$ cat config.mk
export PLATFORM = sky130hd
export DESIGN_NAME = smm_front
export DESIGN_NICKNAME = d
export VERILOG_FILES = /design/src/rtl/core/smm_pkg.sv /design/src/rtl/core/smm_front.sv
export SDC_FILE = /design/constraint.sdc
export NUM_CORES = 1
export LEC_CHECK = 0
export BUFFER_PORTS_ARGS = -buffer_cell sky130_fd_sc_hd__buf_4
export CAP_MARGIN = 20
export CORE_MARGIN = 2
export CORE_UTILIZATION = 48
export CTS_BUF_LIST = sky130_fd_sc_hd__clkbuf_4 sky130_fd_sc_hd__clkbuf_8
export DETAILED_ROUTE_END_ITERATION = 10
export PLACE_DENSITY_LB_ADDON = 0.1
export SYNTH_ARGS = -nofsm -noshare
export SYNTH_HDL_FRONTEND = slang
export SYNTH_SLANG_ARGS = --single-unit
$ cat constraint.sdc
create_clock -name clk_i -period 5.7 [get_ports clk_i]
set_clock_uncertainty 0.15 [all_clocks]
set_input_delay 1.14 -clock clk_i [delete_from_list [all_inputs] [get_ports clk_i]]
set_output_delay 1.14 -clock clk_i [all_outputs]
set_load 0.01 [all_outputs]
$ cat src/rtl/core/smm_pkg.sv
`default_nettype none
// ----------------------------------------------------------------------------
// smm_pkg
// Shared types, sizes and index helpers for the square matrix multiply core.
// ----------------------------------------------------------------------------
package smm_pkg;

  localparam int DIM    = 64;
  localparam int IDX_W  = 6;
  localparam int DATA_W = 32;
  localparam int CELLS  = DIM * DIM;
  localparam int ADDR_W = $clog2(CELLS);
  localparam int K_W    = $clog2(DIM);

  localparam int QDEPTH = 2;
  localparam int QPTR_W = $clog2(QDEPTH);
  localparam int QCNT_W = $clog2(QDEPTH + 1);

  // row, col, a_value, b_value = 76 bits, padded to 80
  localparam int IN_TDATA_W  = 80;
  // out_row, out_col, product_value = 44 bits, padded to 48
  localparam int OUT_TDATA_W = 48;

  typedef enum logic [1:0] {
    OP_LOAD = 2'd0,
    OP_DOT  = 2'd1,
    OP_ZERO = 2'd2
  } op_e;

  typedef struct packed {
    op_e                op;
    logic [IDX_W-1:0]   row;
    logic [IDX_W-1:0]   col;
    logic [DATA_W-1:0]  a_value;
    logic [DATA_W-1:0]  b_value;
  } item_t;

  typedef struct packed {
    logic  valid;
    item_t item;
  } q_head_t;

  function automatic logic in_range(input logic [IDX_W-1:0] row,
                                    input logic [IDX_W-1:0] col);
    return (32'(row) < 32'(DIM)) && (32'(col) < 32'(DIM));
  endfunction

  // row-major cell address; only called with indices below DIM
  function automatic logic [ADDR_W-1:0] cell_addr(input logic [IDX_W-1:0] row,
                                                  input logic [IDX_W-1:0] col);
    return ADDR_W'(32'(row) * 32'(DIM) + 32'(col));
  endfunction

endpackage
`default_nettype wire

$ cat src/rtl/core/smm_front.sv
`default_nettype none
// ----------------------------------------------------------------------------
// smm_front
// Input side: takes items, sorts them into load / dot / zero operations,
// drops out-of-range loads and queues the rest for the back end.
// ----------------------------------------------------------------------------
module smm_front (
  input  wire logic                             clk_i,
  input  wire logic                             rst_ni,
  input  wire logic                             s_valid_i,
  output logic                                  s_ready_o,
  input  wire logic                             s_kind_i,
  input  wire logic [smm_pkg::IN_TDATA_W-1:0]   s_data_i,
  output smm_pkg::q_head_t                      q_head_o,
  input  wire logic                             q_pop_i
);

  smm_pkg::item_t                  slots_q [smm_pkg::QDEPTH];
  logic [smm_pkg::QPTR_W-1:0]      wr_ptr_q, wr_ptr_d;
  logic [smm_pkg::QPTR_W-1:0]      rd_ptr_q, rd_ptr_d;
  logic [smm_pkg::QCNT_W-1:0]      cnt_q, cnt_d;

  smm_pkg::item_t                  in_item;
  logic                            keep;
  logic                            push;

  always_comb begin
    in_item.row     = s_data_i[smm_pkg::IDX_W-1:0];
    in_item.col     = s_data_i[2*smm_pkg::IDX_W-1:smm_pkg::IDX_W];
    in_item.a_value = s_data_i[2*smm_pkg::IDX_W+smm_pkg::DATA_W-1:2*smm_pkg::IDX_W];
    in_item.b_value = s_data_i[2*smm_pkg::IDX_W+2*smm_pkg::DATA_W-1:
                               2*smm_pkg::IDX_W+smm_pkg::DATA_W];
    if (!s_kind_i) begin
      in_item.op = smm_pkg::OP_LOAD;
    end else if (smm_pkg::in_range(in_item.row, in_item.col)) begin
      in_item.op = smm_pkg::OP_DOT;
    end else begin
      in_item.op = smm_pkg::OP_ZERO;
    end
    // out-of-range loads change nothing and never reach the back end
    keep = s_kind_i || smm_pkg::in_range(in_item.row, in_item.col);
  end

  assign s_ready_o = (cnt_q != smm_pkg::QCNT_W'(smm_pkg::QDEPTH));
  assign push      = s_valid_i && s_ready_o && keep;

  always_comb begin
    wr_ptr_d = wr_ptr_q;
    rd_ptr_d = rd_ptr_q;
    cnt_d    = cnt_q;
    if (push) begin
      wr_ptr_d = (wr_ptr_q == smm_pkg::QPTR_W'(smm_pkg::QDEPTH - 1)) ?
                 '0 : wr_ptr_q + smm_pkg::QPTR_W'(1);
    end
    if (q_pop_i) begin
      rd_ptr_d = (rd_ptr_q == smm_pkg::QPTR_W'(smm_pkg::QDEPTH - 1)) ?
                 '0 : rd_ptr_q + smm_pkg::QPTR_W'(1);
    end
    if (push && !q_pop_i) begin
      cnt_d = cnt_q + smm_pkg::QCNT_W'(1);
    end else if (!push && q_pop_i) begin
      cnt_d = cnt_q - smm_pkg::QCNT_W'(1);
    end
  end

  always_ff @(posedge clk_i or negedge rst_ni) begin
    if (!rst_ni) begin
      wr_ptr_q <= '0;
      rd_ptr_q <= '0;
      cnt_q    <= '0;
    end else begin
      wr_ptr_q <= wr_ptr_d;
      rd_ptr_q <= rd_ptr_d;
      cnt_q    <= cnt_d;
    end
  end

  always_ff @(posedge clk_i) begin
    if (push) begin
      slots_q[wr_ptr_q] <= in_item;
    end
  end

  assign q_head_o.valid = (cnt_q != '0);
  assign q_head_o.item  = slots_q[rd_ptr_q];

endmodule
`default_nettype wire

==> impl_results.md <==
- Status: finished, final reports clean
- RSZ-0062 raised after global routing: no
- Proportion of synthesized area in mux cells: 16.13%
- PortBufs: 159
- Postcts setup bufs: 0
- Fraction of registers with async set/reset: 2.532%
- Post-synth net total: 346
- GP Congestion: 0.6878
- Overflow after GRT: 0
- Initial core utilization: 48.84%
- Most frequent cell after synthesis: edfxtp_1
- Yosys top cell area share: 79.16%
- DRC Markers: 0
- DIE AREA: 13070 µm²
- Detailed-router iteration count before antenna repair: 6
- CP Launch Type: register
- Reg-to-Reg Start: cnt_q[0]
- # rows: 40
- Slack of the worst reg-to-reg path: 3.32 ns
- CTS tree: done
- Die width: 114.3 µm
- Num CTS Buffers: 17
- Worst slew pin tran: 0.6636 ns
- Worst endpoint required time: 4.41 ns
- Distinct cells, synth: 17
- Leak: 2.933 nW
- Area contributors post-synth: edfxtp_1 79%, mux2_2 11%, mux2_4 5.1%, dfrtp_1 1.7%, buf_6 0.77%
- Max clock buf depth: 2
- Gr usage total: 15.08%
- Max FO, Critical Path: 43
- Post-Synth Adder-Cell Area: 0.2142%
- Largest family of logic cells by synthesized area: multiplexers
- Clock transition at path regs: 0.07 ns
- Fin util: 63.90%
- Kind of critical path: register to output port
- Pins Over Slew Limit: 0
- CP Capture Type: output port
- Pwr dens: 494.8 nW/µm²
- Arrival @ worst endpoint: 2.14 ns
- Yosys warns: 0
- Most frequent cells after synthesis: 154 x edfxtp_1, 57 x mux2_2, 20 x mux2_4, 5 x buf_2
- Post-Syn Area: 5842 µm²
- Peak supply drop: 0.0002924 V
- Layout cells sized above 1: 60.90%
- Routed WL: 9590 µm
- Starting DRT DRC Count: 110
- Antenna-violating nets left: 0
- Fin crit period: 3.427 ns
- # nets final: 518
- Fraction of synthesized cell area in xor and xnor cells: 0.7496%
- Clock Latency Late Sink: 0.43 ns
- CTS Hold Bufs: 0
- Post-Synth Simple-Gate Area: 0.5140%
- Hold/Removal Path Class: primary input to async pin
- Cells after Synth: 260
- Syn Area/Cell: 22.47 µm²
- Core Box Area: 11960 µm²
- DIE HEIGHT: 114.3 µm
- Initial antenna violation count: 0
- Yosys reg bits: 158
- CTS root buffer: clkbuf_8
- Fmax: 291.8 MHz
- Post-synth top flop: edfxtp_1
- Vias per cell: 4.880
- Global-route wire length before repair: 14210 µm
- Tcrit/Tclk final: 60.12%
- Wire per inst: 16.20 µm
- # IOs: 165
- Hold Fails Final Rpt: 0
- Antenna Cells: 0
- Pwr Total: 3.782 mW
- Htree depth: 4
- Setup TNS Final: 0 ns
- Yosys top cell by area: edfxtp_1
- Vias in the first global route: 2946
- TritonCTS Sinks: 158
- Final setup viols: 0
- Max_cap viols: 0
- Vias: 2889
- Area growth syn-to-layout: 30.84%
- Number of synthesized flops with an enable pin: 154
- Seq/Total Area, Yosys: 80.87%
- Slew HR: 55.66%
- Largest net degree at the start of global routing: 78
- DP HPWL: 6089 µm
- Synth Area in Compound Gates: 0%
- Crit path from: rd_ptr_q
- Post-CTS Resized: 0
[layer usage]
layer  global-route usage [%]  wire length [µm]
met1                    16.06              3695
met4                    7.561               187
met5                        0                 0
met3                    7.729               944
met2                    24.72              4763
[final cells by class]
cell class | instances | area, µm²
Sequential cell | 158 | 4728
Fill cell | 885 | 4318
Timing Repair Buffer | 163 | 1264
Multi-Input combinational cell | 90 | 1045
Clock buffer | 22 | 271.5
Tap cell | 147 | 183.9
Clock inverter | 10 | 143.9
Inverter | 2 | 7.507
[worst max-delay path, stage by stage (launching register included)]
cell and delay [ns]:
dfrtp_4 0.83, buf_16 0.32, mux2_2 0.37, buf_4 0.15
[state kept, by name, summed over array words and instances (netlist names)]
signal and cells:
slots_q 154, cnt_q 2, rd_ptr_q 1, wr_ptr_q 1
[power by group]
part	switching [mW]	leakage (nW)	internal [mW]	total, mW
registers	0.123	1.48	1.59	1.71
clock network	0.356	0.214	0.493	0.849
logic	0.539	1.24	0.683	1.22
[cell families after synthesis]
kind of cell / count (synthesis)
AND/OR/NAND/NOR: 6
flip-flops: 158
multiplexers: 77
adder cells (fa/ha/maj): 1
buffers and inverters: 12
XOR/XNOR: 5
other: 1
[per-stage QoR]
step	hold slack (ns)	worst slack (ns)	instance area (µm²)	instances
after floorplan	0.3059	0.5932	5842	260
after global placement	0.3246	2.577	7173	558
after detailed placement	0.3460	2.701	7201	559
after CTS	0.2975	2.209	7616	591
after global routing	0.3011	2.141	7644	592
final	0.3343	2.273	7644	592
[path summary, 6_finish.rpt]
check | end | cells past startpoint
worst min-delay path | rd_ptr_q | 1
max in group asynchronous | rd_ptr_q | 1
worst min register to register | cnt_q[1] | 1
worst max register to register | slots_q[0][13] | 4
worst max-delay path | q_head_o[5] | 3
min in group clk_i | cnt_q[1] | 1
[cells in the final DEF (no fill, tap or decap)]
master     synthesis  routed
nor2_4             0       1
conb_1             1       1
nor2_1             2       1
clkbuf_4           0       5
clkinv_1           0       5
xnor2_1            2       2
buf_16             0       2
bufinv_16          0       4
nand2_1            1       1
buf_4              1     161
nand2b_1           1       1
clkbuf_8           0      17
xor2_1             3       3
ha_1               1       1
and3_4             0       1
edfxtp_1         154     154
or2_2              1       1
mux2_2            57      57
clkinv_2           0       1
dfrtp_4            0       1
mux2_4            20      20
dfrtp_1            4       3
inv_1              2       2
(Power assumes the default switching activity.)
